$ cat src/hw/rtl/teb_pkg.sv
// Shared types and constants for the triangle edge and barycentric core.
// No dependencies.
package teb_pkg;

  localparam int COORD_W   = 16;
  localparam int DIFF_W    = 17;
  localparam int PROD_W    = 34;
  localparam int SUM_W     = 35;
  localparam int MAG_W     = 35;
  localparam int CFG_IDX_W = 3;

  typedef enum logic [CFG_IDX_W-1:0] {
    REG_A_X = 3'd0,
    REG_A_Y = 3'd1,
    REG_B_X = 3'd2,
    REG_B_Y = 3'd3,
    REG_C_X = 3'd4,
    REG_C_Y = 3'd5
  } reg_idx_t;

  typedef logic signed [COORD_W-1:0] coord_t;

  typedef struct packed {
    coord_t ax;
    coord_t ay;
    coord_t bx;
    coord_t by;
    coord_t cx;
    coord_t cy;
  } vertex_set_t;

  typedef struct packed {
    logic             zero;
    logic             sat;
    logic [MAG_W-1:0] num;
  } lane_prep_t;

  typedef struct packed {
    logic             hit;
    logic             degen;
    lane_prep_t       lane_a;
    lane_prep_t       lane_b;
    logic [MAG_W-1:0] den;
  } div_item_t;

  typedef struct packed {
    logic hit;
    logic degen;
    logic zero_a;
    logic sat_a;
    logic zero_b;
    logic sat_b;
  } div_flags_t;

endpackage

$ cat src/hw/rtl/teb_cfg_regs.sv
// Vertex register file of the triangle edge and barycentric core.
// Depends on teb_pkg.
module teb_cfg_regs (
  input  logic                            clk,
  input  logic                            rst_n,
  input  logic                            cfg_valid,
  output logic                            cfg_ready,
  input  logic [teb_pkg::CFG_IDX_W-1:0]   cfg_index,
  input  logic [teb_pkg::COORD_W-1:0]     cfg_data,
  output teb_pkg::vertex_set_t            vtx
);
  import teb_pkg::*;

  vertex_set_t vtx_r;
  vertex_set_t vtx_nxt;

  // Writes are always taken: cfg_ready is tied high.
  assign cfg_ready = 1'b1;

  always_comb begin
    vtx_nxt = vtx_r;
    if (cfg_valid && cfg_ready) begin
      unique case (reg_idx_t'(cfg_index))
        REG_A_X: vtx_nxt.ax = cfg_data;
        REG_A_Y: vtx_nxt.ay = cfg_data;
        REG_B_X: vtx_nxt.bx = cfg_data;
        REG_B_Y: vtx_nxt.by = cfg_data;
        REG_C_X: vtx_nxt.cx = cfg_data;
        REG_C_Y: vtx_nxt.cy = cfg_data;
        default: vtx_nxt = vtx_r;
      endcase
    end
  end

  always_ff @(posedge clk) begin
    if (!rst_n) begin
      vtx_r <= '0;
    end else begin
      vtx_r <= vtx_nxt;
    end
  end

  assign vtx = vtx_r;

endmodule

$ cat config.mk
export PLATFORM = sky130hd
export DESIGN_NAME = teb_cfg_regs
export DESIGN_NICKNAME = d
export VERILOG_FILES = /design/src/hw/rtl/teb_pkg.sv /design/src/hw/rtl/teb_cfg_regs.sv
export SDC_FILE = /design/constraint.sdc
export NUM_CORES = 1
export LEC_CHECK = 0
export ABC_CLOCK_PERIOD_IN_PS = 1800
export CORE_ASPECT_RATIO = 2
export CORE_MARGIN = 2
export CORE_UTILIZATION = 62
export CTS_BUF_LIST = sky130_fd_sc_hd__clkbuf_4
export CTS_CLUSTER_DIAMETER = 150
export CTS_CLUSTER_SIZE = 30
export DETAILED_ROUTE_END_ITERATION = 12
export DONT_BUFFER_PORTS = 1
export GPL_TIMING_DRIVEN = 0
export PLACE_DENSITY = 0.87
export SYNTH_ARGS = -nofsm -noshare
export SYNTH_HDL_FRONTEND = slang
export SYNTH_SLANG_ARGS = --single-unit
$ cat constraint.sdc
create_clock -name clk -period 1.8 [get_ports clk]
set_clock_uncertainty 0.05 [all_clocks]
set_input_delay 0.27 -clock clk [delete_from_list [all_inputs] [get_ports clk]]
set_output_delay 0.27 -clock clk [all_outputs]
set_load 0.01 [all_outputs]
## After elaboration in Yosys (flattened, before gate mapping)

Cells that the tools add are included.
W data, S select, Z words.

- Flip-flop bits (word level): 96
- Bits in latches: 0
- Memory bits (writable): 0
- Memory bits (read-only): 0
- Input port bits: 22
- Output and inout port bits: 97
- Logic and storage cells: 18
- Memories: 0

- $add $sub $neg: 0
- $mul: 0
- Div/mod/pow operators: 0
- Order comparisons: 0
- Equal/unequal tests: 5
- Shift-type cells: 0
- Muxes and demuxes: 0
- Bitwise operators: 0
- Reduce and logical (&&, ||, !) cells: 7

Operators by type and width:

| cell | number |
|---|---|
| $reduce_and A2 Y1 | 6 |
| $eq A3 B2 Y1 const B | 2 |
| $eq A3 B3 Y1 const B | 2 |
| $eq A3 B1 Y1 const B | 1 |
| $logic_not A3 Y1 | 1 |

## Depth between registers and ports, before layout

Gate-level depths: netlist of run 1.

- Depth in word-level cells: 2
- Depth in mapped cells: 4
- Gate-level depth less buffers: 2

## Worst setup path after synthesis of run 1

OpenSTA, ideal clock, no wires.

- Path type: input-to-reg
- Start point: in cfg_index[1] (netlist bit)
- End point: reg vtx_r (netlist bit vtx[80])
- Data arrival time: 1.197 ns
- Data required time: 1.627 ns
- Slack: 0.430 ns
- Stages: 4
- Path buffers: 2
- Path through: or4b_1 -> buf_6 -> buf_12 -> mux2i_1

- Cells in the longest elaborated chain, start to end: 2

Ends and longest elaborated chain:

| element | RTL line | source |
|---|---|---|
| start, declared | teb_cfg_regs.sv:8 | `input logic [teb_pkg::CFG_IDX_W-1:0] cfg_index,` |
| $logic_not A3 Y1 | teb_cfg_regs.sv:23 | `unique case (reg_idx_t'(cfg_index))` |
| $reduce_and A2 Y1 (no source line) | -- |  |
| end signal, assigned | teb_cfg_regs.sv:39 | `vtx_r <= vtx_nxt;` |
| end, declared | teb_cfg_regs.sv:14 | `vertex_set_t vtx_r;` |

No other way between the ends.
A chain may end at the register's enable or synchronous reset.

## Final worst setup path of run 1

- Start point: reg vtx_r (netlist bit vtx[5])
- End point: out vtx[5] (netlist bit)

RTL lines:

| element | RTL line | source |
|---|---|---|
| end, declared | teb_cfg_regs.sv:10 | `output teb_pkg::vertex_set_t vtx` |

No word-level cell between the ends.

==> load_flow_metrics.sql, run 1 <==
INSERT INTO impl_metrics (metric_group, metric, value, unit) VALUES
('floorplanning', 'io_pins', '119', ''),
('cells_and_area', 'finalCoreUtilization', '68.5', '%'),
('critical_path', 'cp.depth', '0', ''),
('clock_network', 'cts_made_buffers', '9', ''),
('critical_path', 'worst-path-max-fanout', '2', ''),
('cells_and_area', 'area_delta_synth_final', '5.85', '%'),
('floorplanning', 'die_width', '57.2', 'microns'),
('global_route', 'grt_remaining_overflow', '0', ''),
('clock_network', 'cts_tree', 'built', ''),
('clock_network', 'postCtsSetupBuffers', '0', ''),
('global_route', 'grt_antenna_before_repair', '0', ''),
('cells_and_area', 'ff_latch_area', '1920', 'sq um'),
('clock_network', 'later_pin_clock_latency_in_the_skew_report', '0.43', 'ns'),
('cells_and_area', 'drive_gt1_share', '7.95', '%'),
('placed_design', 'port-buffer-count', '0', ''),
('min_path', 'holdPathStages', '2', ''),
('power', 'worst_ir_drop_vdd', '738', 'uV'),
('power', 'power_leakage', '1.84', 'nW'),
('floorplanning', 'floorplan.core_area', '5420', 'sq um'),
('power', 'power-per-cell-area', '948', 'nW/um^2'),
('floorplanning', 'floorplan.die.height', '110', 'microns'),
('timing', 'tightestPinTransition', '0.546', 'ns'),
('logic_synthesis', 'postSynthNetCount', '358', ''),
('global_route', 'track_usage', '26.0', '%'),
('floorplanning', 'floorplan.die_area', '6310', 'sq um'),
('cells_and_area', 'num-fill-cells', '432', ''),
('routing', 'vias_per_cell', '5.72', ''),
('cells_and_area', 'nets', '369', ''),
('clock_network', 'clock_sink_count', '96', ''),
('logic_synthesis', 'yosys_warnings', '0', ''),
('global_route', 'via_count_of_the_first_global_routing_pass', '2443', ''),
('floorplanning', 'placement_rows', '38', ''),
('routing', 'drt_wl_total', '8.04', 'mm'),
('placed_design', 'hpwl', '5.98', 'mm'),
('clock_network', 'worst_setup_hold_path_clk_slew', '0.14', 'ns'),
('clock_network', 'h-tree-depth', '3', ''),
('timing', 'final-setup-viol-count', '0', ''),
('power', 'p_seq_share', '63.3', '%'),
('floorplanning', 'initial_core_util', '64.7', '%'),
('critical_path', 'worst_setup_path_end_kind', 'output port', ''),
('job', 'drv_cap', '0', ''),
('critical_path', 'worstSetupPathType', 'reg2out', ''),
('placed_design', 'place.gp.congestion', '0.830', ''),
('timing', 'maxSlewHeadroom', '63.6', '%'),
('power', 'total_switching_power', '0.838', 'mW'),
('cells_and_area', 'most_frequent_standard_cell_in_the_layout_excluding_fill_and_tap_cells', 'sky130_fd_sc_hd__nand2_1', ''),
('critical_path', 'worst_r2r_path_depth', '2', ''),
('timing', 'final-max-slew-violation-count', '0', ''),
('cells_and_area', 'largest_register_ff_count', '96', ''),
('logic_synthesis', 'synthDistinctLibCells', '14', ''),
('routing', 'drt_drc_violations_left', '0', ''),
('timing', 'rsz_0062_raised_after_global_routing', 'no', ''),
('global_route', 'grt_first_pass_wirelength', '12.2', 'mm'),
('power', 'power.combinational.fraction', '5.6', '%'),
('clock_network', 'cts_buffer_depth', '2', ''),
('logic_synthesis', 'seq_area_frac_synth', '54.8', '%'),
('clock_network', 'cts.hold.buffers_added', '0', ''),
('global_route', 'grt_max_degree', '15', ''),
('run_status', 'status', 'finished clean', ''),
('logic_synthesis', 'post_synth_instance_area', '3510', 'sq um'),
('cells_and_area', 'layout_common_cells', '112 x sky130_fd_sc_hd__nand2_1, 96 x sky130_fd_sc_hd__mux2i_1, 96 x sky130_fd_sc_hd__dfxtp_1', ''),
('cells_and_area', 'insertedDiodeCount', '0', ''),
('min_path', 'hp-class', 'in2reg', ''),
('logic_synthesis', 'syn_inst', '336', ''),
('power', 'sw_ratio', '23.8', '%'),
('routing', 'dr.pass1.iters', '4', ''),
('timing', 'final_min_period_over_clock_period', '67.3', '%'),
('critical_path', 'arrival', '0.89', 'ns'),
('timing', 'finalCriticalPeriod', '1.21', 'ns'),
('timing', 'maxClockFrequency', '826', 'MHz'),
('critical_path', 'category_of_the_worst_setup_path_launch_point', 'register', '');
layer usage:
metal,GRT usage [%],up-vias,part of all wire (%)
met5,0,-,0
met4,16.6,0,3.8
met3,7.47,20,7.4
met2,45.5,100,53
met1,26.6,1113,36
li1,-,1124,-
worst register-to-register path, delay by kind of cell (launching register included):
family / cells / cell delay [ns]
AND/OR/NAND/NOR: 1 / 0.09
multiplexers: 1 / 0.16
flip-flops: 1 / 0.42
Yosys cell counts:
cell,number,area (sq um)
sky130_fd_sc_hd__nand4bb_1,2,22.5
sky130_fd_sc_hd__dfxtp_1,96,1920
sky130_fd_sc_hd__mux2i_1,96,961
sky130_fd_sc_hd__buf_4,2,15.0
sky130_fd_sc_hd__clkbuf_1,11,41.3
sky130_fd_sc_hd__conb_1,1,3.75
sky130_fd_sc_hd__buf_1,1,3.75
sky130_fd_sc_hd__or4b_1,1,10.0
sky130_fd_sc_hd__and4bb_2,1,12.5
sky130_fd_sc_hd__buf_6,1,11.3
sky130_fd_sc_hd__buf_2,9,45.0
sky130_fd_sc_hd__nand4b_1,2,17.5
sky130_fd_sc_hd__nand2_1,112,420
sky130_fd_sc_hd__buf_12,1,20.0
layout make-up:
class	instances	area share, %
buffer	25	3.67
clock buffer	11	2.23
clock inverter	5	1.28
multi-input combinational	215	39.0
sequential	96	51.8
tap	60	2.02
cell families after synthesis:
family | count (synthesis) | share of synthesized area (%)
buffers and inverters | 25 | 3.89
DFF | 96 | 54.8
muxes | 96 | 27.4
and+or+nand+nor | 118 | 13.8
other | 1 | 0.107
path summary, 6_finish.rpt:
kind                              from                   end
setup / recovery   vtx[5]$_SDFFE_PN0P_                vtx[5]
hold / removal             cfg_data[9]  vtx[25]$_SDFFE_PN0P_
setup reg to reg  vtx[13]$_SDFFE_PN0P_  vtx[13]$_SDFFE_PN0P_
hold reg to reg   vtx[82]$_SDFFE_PN0P_  vtx[82]$_SDFFE_PN0P_
power groups by stage:
stage                     Clock (mW)  Combinational [mW]  Sequential, mW
after floorplan                    0               0.146            2.26
after global placement             0               0.193            2.27
after detailed placement           0               0.199            2.27
after CTS                       1.11               0.199            2.23
after global routing            1.19               0.214            2.23
final                           1.10               0.197            2.23
per-stage QoR:
stage / cells / power, mW / cell area (sq um) / hold slack, ns / setup slack [ns]
3_5_place_dp: 396 / 2.47 / 3580 / 0.446 / 0.278
6_report: 412 / 3.52 / 3710 / 0.0757 / 0.589
2_1_floorplan: 336 / 2.41 / 3510 / 0.429 / 0.430
5_1_grt: 412 / 3.64 / 3710 / 0.0682 / 0.566
4_1_cts: 412 / 3.54 / 3710 / 0.0603 / 0.586
3_3_place_gp: 396 / 2.47 / 3580 / 0.438 / 0.329
Note: power is estimated with default switching activity, not from simulation.
==> inputs of run 2 (changes only) <==
--- a/config.mk
+++ b/config.mk
@@ -5,7 +5,7 @@
 export SDC_FILE = /design/constraint.sdc
 export NUM_CORES = 1
 export LEC_CHECK = 0
-export ABC_CLOCK_PERIOD_IN_PS = 1800
+export ABC_CLOCK_PERIOD_IN_PS = 1200
 export CORE_ASPECT_RATIO = 2
 export CORE_MARGIN = 2
 export CORE_UTILIZATION = 62
==> constraint.sdc (replaced) <==
create_clock -name clk -period 1.2 [get_ports clk]
set_clock_uncertainty 0.05 [all_clocks]
set_input_delay 0.18 -clock clk [delete_from_list [all_inputs] [get_ports clk]]
set_output_delay 0.18 -clock clk [all_outputs]
set_load 0.01 [all_outputs]
==> run 2 against run 1 <==
Register-to-register slack worse by 0.60 ns. Combinational power is 64% higher. Critical endpoint is now vtx[8]. Sequential power is 50% higher. Largest power group unchanged. Sequential share of layout area is 1.5 points lower.
==> load_flow_metrics.sql, run 2 (synthesis results as in run 1) <==
INSERT INTO impl_metrics (metric_group, metric, value, unit) VALUES
('run_status', 'status', 'finished clean', ''),
('min_path', 'holdCritStartpoint', 'cfg_data[2]', ''),
('critical_path', 'rrSetupSlack', '0.41', 'ns'),
('timing', 'fin_setup_tns', '0', 'ns'),
('floorplanning', 'io_pins', '119', ''),
('floorplanning', 'placement_rows', '38', ''),
('clock_network', 'cts_made_buffers', '9', ''),
('timing', 'final-setup-viol-count', '0', ''),
('clock_network', 'h-tree-depth', '3', ''),
('placed_design', 'place.gp.congestion', '0.813', ''),
('critical_path', 'worstSetupPathType', 'reg2out', ''),
('routing', 'drt_iter0_drc', '68', ''),
('placed_design', 'placed_cells', '396', ''),
('floorplanning', 'initial_core_util', '64.7', '%'),
('clock_network', 'cts_tree', 'built', ''),
('cells_and_area', 'nets', '380', ''),
('critical_path', 'worst_r2r_path_depth', '2', ''),
('timing', 'final_min_period_over_clock_period', '93.7', '%'),
('timing', 'maxClockFrequency', '889', 'MHz'),
('cells_and_area', 'most_frequent_standard_cell_in_the_layout_excluding_fill_and_tap_cells', 'sky130_fd_sc_hd__nand2_1', ''),
('min_path', 'min_delay_worst_endpoint', 'vtx[34]$_SDFFE_PN0P_', ''),
('power', 'power-per-cell-area', '1390', 'nW/um^2'),
('cells_and_area', 'layout_common_cells', '112 x sky130_fd_sc_hd__nand2_1, 96 x sky130_fd_sc_hd__mux2i_1, 96 x sky130_fd_sc_hd__dfxtp_1', ''),
('power', 'power_leakage', '1.88', 'nW'),
('cells_and_area', 'area_delta_synth_final', '9.10', '%'),
('clock_network', 'cts_root_buffer', 'sky130_fd_sc_hd__clkbuf_4', ''),
('cells_and_area', 'finalCoreUtilization', '70.6', '%'),
('cells_and_area', 'largest_register_ff_count', '96', ''),
('critical_path', 'category_of_the_worst_setup_path_launch_point', 'register', ''),
('floorplanning', 'floorplan.die_area', '6310', 'sq um'),
('timing', 'maxSlewHeadroom', '65.6', '%'),
('routing', 'vias_per_cell', '5.69', ''),
('clock_network', 'worst_setup_hold_path_clk_slew', '0.13', 'ns'),
('timing', 'timing.hold.ws', '0.00745', 'ns'),
('min_path', 'holdPathStages', '2', ''),
('global_route', 'grt_remaining_overflow', '0', ''),
('floorplanning', 'die_width', '57.2', 'microns'),
('timing', 'finalCriticalPeriod', '1.12', 'ns'),
('cells_and_area', 'insertedDiodeCount', '0', ''),
('clock_network', 'later_pin_clock_latency_in_the_skew_report', '0.44', 'ns'),
('critical_path', 'critPathRequiredTime', '0.97', 'ns'),
('global_route', 'via_count_of_the_first_global_routing_pass', '2491', ''),
('critical_path', 'worst-path-max-fanout', '2', ''),
('routing', 'remaining_number_of_nets_flagged_by_the_antenna_check_after_routing', '0', ''),
('routing', 'drt_wl_total', '8.19', 'mm'),
('timing', 'rsz_0062_raised_after_global_routing', 'no', ''),
('min_path', 'hp-class', 'in2reg', ''),
('timing', 'final-max-slew-violation-count', '0', ''),
('floorplanning', 'floorplan.die.height', '110', 'microns'),
('cells_and_area', 'multi_input_area', '1450', 'sq um'),
('clock_network', 'cts_buffer_depth', '2', ''),
('placed_design', 'port-buffer-count', '0', ''),
('global_route', 'grt_antenna_before_repair', '0', ''),
('routing', 'dr.pass1.iters', '4', ''),
('power', 'worst_ir_drop_vdd', '1340', 'uV'),
('routing', 'wl_per_cell', '19.4', 'microns'),
('critical_path', 'worst_setup_path_end_kind', 'output port', ''),
('cells_and_area', 'drive_gt1_share', '7.99', '%'),
('global_route', 'track_usage', '27.1', '%'),
('cells_and_area', 'num-fill-cells', '418', ''),
('critical_path', 'arrival', '0.89', 'ns'),
('critical_path', 'crit-reg2reg-launch', 'vtx[62]$_SDFFE_PN0P_', ''),
('global_route', 'grt_first_pass_wirelength', '12.6', 'mm'),
('job', 'drv_cap', '0', ''),
('floorplanning', 'floorplan.core_area', '5420', 'sq um'),
('critical_path', 'worst_r2r_endpoint', 'vtx[62]$_SDFFE_PN0P_', ''),
('routing', 'drt_drc_violations_left', '0', ''),
('timing', 'tightestPinTransition', '0.517', 'ns'),
('global_route', 'grt_max_degree', '15', ''),
('routing', 'route.vias.total', '2405', ''),
('timing', 'finalHoldViolations', '0', ''),
('clock_network', 'cts-resized-gates', '0', ''),
('cells_and_area', 'final_cell_count_no_fill', '423', ''),
('cells_and_area', 'ff_latch_area', '1920', 'sq um'),
('clock_network', 'clock_sink_count', '96', ''),
('placed_design', 'hpwl', '5.97', 'mm');
-- run 2: layout make-up --
type	instances	share of cell area, %
multi-input combinational	215	37.9
buffer	25	3.57
tap	60	1.96
clock buffer	11	2.16
timing repair buffer	11	2.88
sequential	96	50.2
clock inverter	5	1.24
-- run 2: how the worst max path moves through the flow --
stage | from | end | slack (ns) | cells after the start
after floorplan | cfg_index[1] | vtx[89]$_SDFFE_PN0P_ | -0.06 | 4
after global placement | rst_n | vtx[34]$_SDFFE_PN0P_ | -0.14 | 4
after detailed placement | rst_n | vtx[62]$_SDFFE_PN0P_ | -0.19 | 4
after CTS | vtx[42]$_SDFFE_PN0P_ | vtx[42] | 0.05 | 0
after global routing | vtx[41]$_SDFFE_PN0P_ | vtx[41] | 0.04 | 0
final | vtx[8]$_SDFFE_PN0P_ | vtx[8] | 0.08 | 0
-- run 2: layer usage --
layer / up-vias / wire length (microns) / GRT usage [%] / part of all wire (%)
met5: - / 0 / 0 / 0
met1: 1141 / 2930 / 27.0 / 36
li1: 1155 / - / - / -
met3: 22 / 539 / 7.82 / 6.6
met2: 87 / 4400 / 48.2 / 54
met4: 0 / 323 / 16.9 / 3.9
-- run 2: timing repair --
action                    4_1_cts  5_1_grt
setup buffers                   0        0
hold endpoints to repair       54        0
hold buffers                   11        0
-- run 2: power by group --
part / total, mW / leakage [nW] / internal, mW / switching [mW]
combinational: 0.323 / 1.03 / 0.124 / 0.199
clock: 1.65 / 0.0757 / 0.664 / 0.990
sequential: 3.34 / 0.777 / 3.26 / 0.0835
total: 5.32 / 1.88 / 4.05 / 1.27
-- run 2: stage by stage --
step | power (mW) | worst slack (ns) | cell area, sq um
6_report | 5.32 | 0.0757 | 3820
5_1_grt | 5.49 | 0.0391 | 3820
4_1_cts | 5.35 | 0.0533 | 3820
3_5_place_dp | 3.71 | -0.193 | 3580
3_3_place_gp | 3.70 | -0.138 | 3580
2_1_floorplan | 3.62 | -0.0643 | 3510
==> inputs of run 3 (changes only) <==
--- a/config.mk
+++ b/config.mk
@@ -5,9 +5,10 @@
 export SDC_FILE = /design/constraint.sdc
 export NUM_CORES = 1
 export LEC_CHECK = 0
+export ABC_AREA = 1
 export ABC_CLOCK_PERIOD_IN_PS = 1200
 export CORE_ASPECT_RATIO = 2
-export CORE_MARGIN = 2
+export CORE_MARGIN = 5
 export CORE_UTILIZATION = 62
 export CTS_BUF_LIST = sky130_fd_sc_hd__clkbuf_4
 export CTS_CLUSTER_DIAMETER = 150
==> run 3 against run 2 <==
Clock power decreased by 19%. Routed wire length increased by 26%. Hold slack got worse by 0.00080 ns. Count of clock-buffer cells in the layout decreased by 1. Maximum frequency decreased by 0.62%. Register-to-register slack improved by 0.07 ns. First-iteration DRC count increased to 5.6 times the previous value. Flip-flop and latch count unchanged. Setup slack got worse by 0.0070 ns. Via count increased by 45%. Critical path type unchanged. Global-route usage decreased by 0.30 points. Die area increased by 27%.
==> load_flow_metrics.sql, run 3 <==
INSERT INTO impl_metrics (metric_group, metric, value, unit) VALUES
('run_status', 'status', 'finished clean', ''),
('timing', 'finalHoldViolations', '0', ''),
('routing', 'remaining_number_of_nets_flagged_by_the_antenna_check_after_routing', '0', ''),
('clock_network', 'cts_buffer_depth', '2', ''),
('cells_and_area', 'nets', '591', ''),
('timing', 'final_min_period_over_clock_period', '94.3', '%'),
('logic_synthesis', 'synth_edf_count', '0', ''),
('job', 'drv_cap', '0', ''),
('global_route', 'via_count_of_the_first_global_routing_pass', '3268', ''),
('floorplanning', 'floorplan.die.height', '122', 'microns'),
('logic_synthesis', 'synthDistinctLibCells', '13', ''),
('logic_synthesis', 'post_synth_instance_area', '3870', 'sq um'),
('cells_and_area', 'most_frequent_standard_cell_in_the_layout_excluding_fill_and_tap_cells', 'sky130_fd_sc_hd__nor2_1', ''),
('critical_path', 'category_of_the_worst_setup_path_launch_point', 'register', ''),
('logic_synthesis', 'post_synth_main_area_contributors', 'sky130_fd_sc_hd__dfxtp_1 50%, sky130_fd_sc_hd__nor2_1 19%, sky130_fd_sc_hd__nand3_1 12%, sky130_fd_sc_hd__nand2_1 9.8%, sky130_fd_sc_hd__buf_2 2.8%', ''),
('clock_network', 'cts_made_buffers', '9', ''),
('critical_path', 'worst_r2r_endpoint', 'vtx[74]$_SDFFE_PN0P_', ''),
('logic_synthesis', 'yosys_warnings', '0', ''),
('placed_design', 'place.gp.congestion', '0.894', ''),
('critical_path', 'setup.worst_path.start', 'vtx[17]$_SDFFE_PN0P_', ''),
('routing', 'wl_per_cell', '15.8', 'microns'),
('floorplanning', 'io_pins', '119', ''),
('min_path', 'hp-class', 'in2reg', ''),
('logic_synthesis', 'synthesis.area_per_instance', '6.99', 'sq um'),
('floorplanning', 'placement_rows', '40', ''),
('cells_and_area', 'largest_register_ff_count', '96', ''),
('logic_synthesis', 'synth_seq_cells', '96', ''),
('timing', 'final-max-slew-violation-count', '0', ''),
('critical_path', 'critPathRequiredTime', '0.97', 'ns'),
('global_route', 'use_met3', '9.32', '%'),
('cells_and_area', 'ff_latch_area', '1920', 'sq um'),
('global_route', 'grt_antenna_before_repair', '0', ''),
('global_route', 'use_met2', '46.8', '%'),
('critical_path', 'rrSetupSlack', '0.48', 'ns'),
('timing', 'timing.hold.ws', '0.00665', 'ns'),
('logic_synthesis', 'postSynthNetCount', '576', ''),
('cells_and_area', 'insertedDiodeCount', '0', ''),
('logic_synthesis', 'netlist_top_cells_count', '193 x sky130_fd_sc_hd__nor2_1, 101 x sky130_fd_sc_hd__nand2_1, 96 x sky130_fd_sc_hd__dfxtp_1, 96 x sky130_fd_sc_hd__nand3_1, 22 x sky130_fd_sc_hd__buf_2', ''),
('critical_path', 'worstSetupPathType', 'reg2out', ''),
('power', 'power_leakage', '1.80', 'nW'),
('logic_synthesis', 'synth-async-reset-ratio', '0', '%'),
('floorplanning', 'die_width', '65.9', 'microns'),
('clock_network', 'h-tree-depth', '3', ''),
('routing', 'dr.pass1.iters', '5', ''),
('min_path', 'holdCritStartpoint', 'cfg_index[1]', ''),
('placed_design', 'hpwl', '7.90', 'mm'),
('routing', 'vias_per_cell', '5.34', ''),
('clock_network', 'cts_root_buffer', 'sky130_fd_sc_hd__clkbuf_4', ''),
('global_route', 'grt_most_used_layer', 'met2', ''),
('critical_path', 'arrival', '0.90', 'ns'),
('power', 'power-per-cell-area', '1310', 'nW/um^2'),
('clock_network', 'worst_setup_hold_path_clk_slew', '0.12', 'ns'),
('cells_and_area', 'area_delta_synth_final', '6.27', '%'),
('logic_synthesis', 'synth_most_common_cell', 'sky130_fd_sc_hd__nor2_1', ''),
('cells_and_area', 'num-fill-cells', '525', ''),
('cells_and_area', 'layout_common_cells', '193 x sky130_fd_sc_hd__nor2_1, 101 x sky130_fd_sc_hd__nand2_1, 96 x sky130_fd_sc_hd__nand3_1, 96 x sky130_fd_sc_hd__dfxtp_1', ''),
('clock_network', 'later_pin_clock_latency_in_the_skew_report', '0.45', 'ns'),
('critical_path', 'worst-path-max-fanout', '2', ''),
('routing', 'route.vias.total', '3497', ''),
('floorplanning', 'initial_core_util', '63.9', '%'),
('power', 'worst_ir_drop_vdd', '1030', 'uV'),
('clock_network', 'cts_tree', 'built', ''),
('logic_synthesis', 'syn_inst', '554', ''),
('critical_path', 'worst_setup_path_end_kind', 'output port', ''),
('logic_synthesis', 'synth_top_area_share', '49.7', '%'),
('critical_path', 'crit-reg2reg-launch', 'vtx[74]$_SDFFE_PN0P_', ''),
('logic_synthesis', 'synthFlopType', 'sky130_fd_sc_hd__dfxtp_1', ''),
('critical_path', 'worst_r2r_path_depth', '2', ''),
('clock_network', 'clock_sink_count', '96', ''),
('global_route', 'grt_remaining_overflow', '0', ''),
('logic_synthesis', 'seq_area_frac_synth', '49.7', '%'),
('floorplanning', 'floorplan.die_area', '8020', 'sq um'),
('global_route', 'grt_max_degree', '14', ''),
('timing', 'fin_setup_tns', '0', 'ns'),
('placed_design', 'port-buffer-count', '0', ''),
('timing', 'final-setup-viol-count', '0', ''),
('power', 'power.total', '5.37', 'mW'),
('clock_network', 'postCtsSetupBuffers', '0', ''),
('global_route', 'grt_first_pass_wirelength', '16.0', 'mm'),
('timing', 'maxClockFrequency', '884', 'MHz'),
('cells_and_area', 'drive_gt1_share', '9.11', '%'),
('routing', 'drt_wl_total', '10.3', 'mm'),
('logic_synthesis', 'post-synth-top-area-cell', 'sky130_fd_sc_hd__dfxtp_1', ''),
('global_route', 'track_usage', '26.8', '%'),
('min_path', 'min_delay_worst_endpoint', 'vtx[34]$_SDFFE_PN0P_', ''),
('cells_and_area', 'multi_input_area', '1690', 'sq um'),
('global_route', 'globalRouteMet1Util', '26.2', '%'),
('routing', 'drt_iter0_drc', '383', ''),
('timing', 'finalCriticalPeriod', '1.13', 'ns'),
('routing', 'drt_drc_violations_left', '0', ''),
('timing', 'rsz_0062_raised_after_global_routing', 'no', ''),
('floorplanning', 'floorplan.core_area', '6060', 'sq um'),
('min_path', 'holdPathStages', '4', '');
run 3: changes by cell type in the layout (fill, tap and decap cells not counted), moves of 11 or more:
cell                       change
sky130_fd_sc_hd__mux2i_1      -96
sky130_fd_sc_hd__nor2_1      +193
sky130_fd_sc_hd__clkbuf_1     -11
sky130_fd_sc_hd__nand2_1      -11
sky130_fd_sc_hd__inv_1        +20
sky130_fd_sc_hd__buf_2        +11
sky130_fd_sc_hd__nand3_1      +96
run 3: area by class of cell:
type                    instances  area share [%]
plain buffers                  35            4.62
clock buffers                  10            1.83
clock inverters                 3           0.304
well taps                      84            2.56
inverters                      22            2.01
repair buffers                  4           0.974
multi-input cells             401            41.0
flip-flops and latches         96            46.7
run 3: where the power goes:
part	total (mW)	internal (mW)	leakage, nW	switching, mW
logic	0.598	0.188	0.968	0.410
clock network	1.34	0.400	0.0531	0.945
registers	3.43	3.30	0.780	0.133
total	5.37	3.89	1.80	1.49
run 3: kinds of logic after synthesis:
group                  count (synthesis)  share of synthesized area (%)
buffers and inverters                 57                           6.92
other                                  1                         0.0969
flip-flops                            96                           49.7
AND/OR/NAND/NOR                      400                           43.3
run 3: how the worst max path moves through the flow:
| stage | end | slack [ns] | cells past startpoint |
|---|---|---|---|
| after floorplan | vtx[72]$_SDFFE_PN0P_ | 0.20 | 5 |
| after global placement | vtx[82]$_SDFFE_PN0P_ | -0.02 | 5 |
| after detailed placement | vtx[74]$_SDFFE_PN0P_ | -0.08 | 5 |
| after CTS | vtx[2]$_SDFFE_PN0P_ | 0.02 | 6 |
| after global routing | vtx[59]$_SDFFE_PN0P_ | 0.01 | 6 |
| final | vtx[17] | 0.07 | 0 |
run 3: stage by stage:
| step | util (%) | instances | setup slack (ns) | area [sq um] |
|---|---|---|---|---|
| 2_1_floorplan | - | 554 | 0.199 | 3870 |
| 3_3_place_gp | 65.6 | 638 | -0.0227 | 3980 |
| 3_5_place_dp | 65.6 | 638 | -0.0757 | 3980 |
| 4_1_cts | 67.7 | 655 | 0.0157 | 4100 |
| 5_1_grt | 67.9 | 655 | 0.0123 | 4110 |
| 6_report | 67.9 | 655 | 0.0687 | 4110 |
run 3: metal layers:
metal,vias to the layer above,part of all wire (%)
li1,1747,-
met1,1554,33
met2,162,51
met3,34,11
met4,0,4.5
met5,-,0
run 3: what timing repair did:
item / 4_1_cts / 5_1_grt
endpoints found under the hold margin: 12 / 0
gates resized for setup: 0 / 3
endpoints found under the setup margin: 0 / 20
hold buffers: 4 / 0
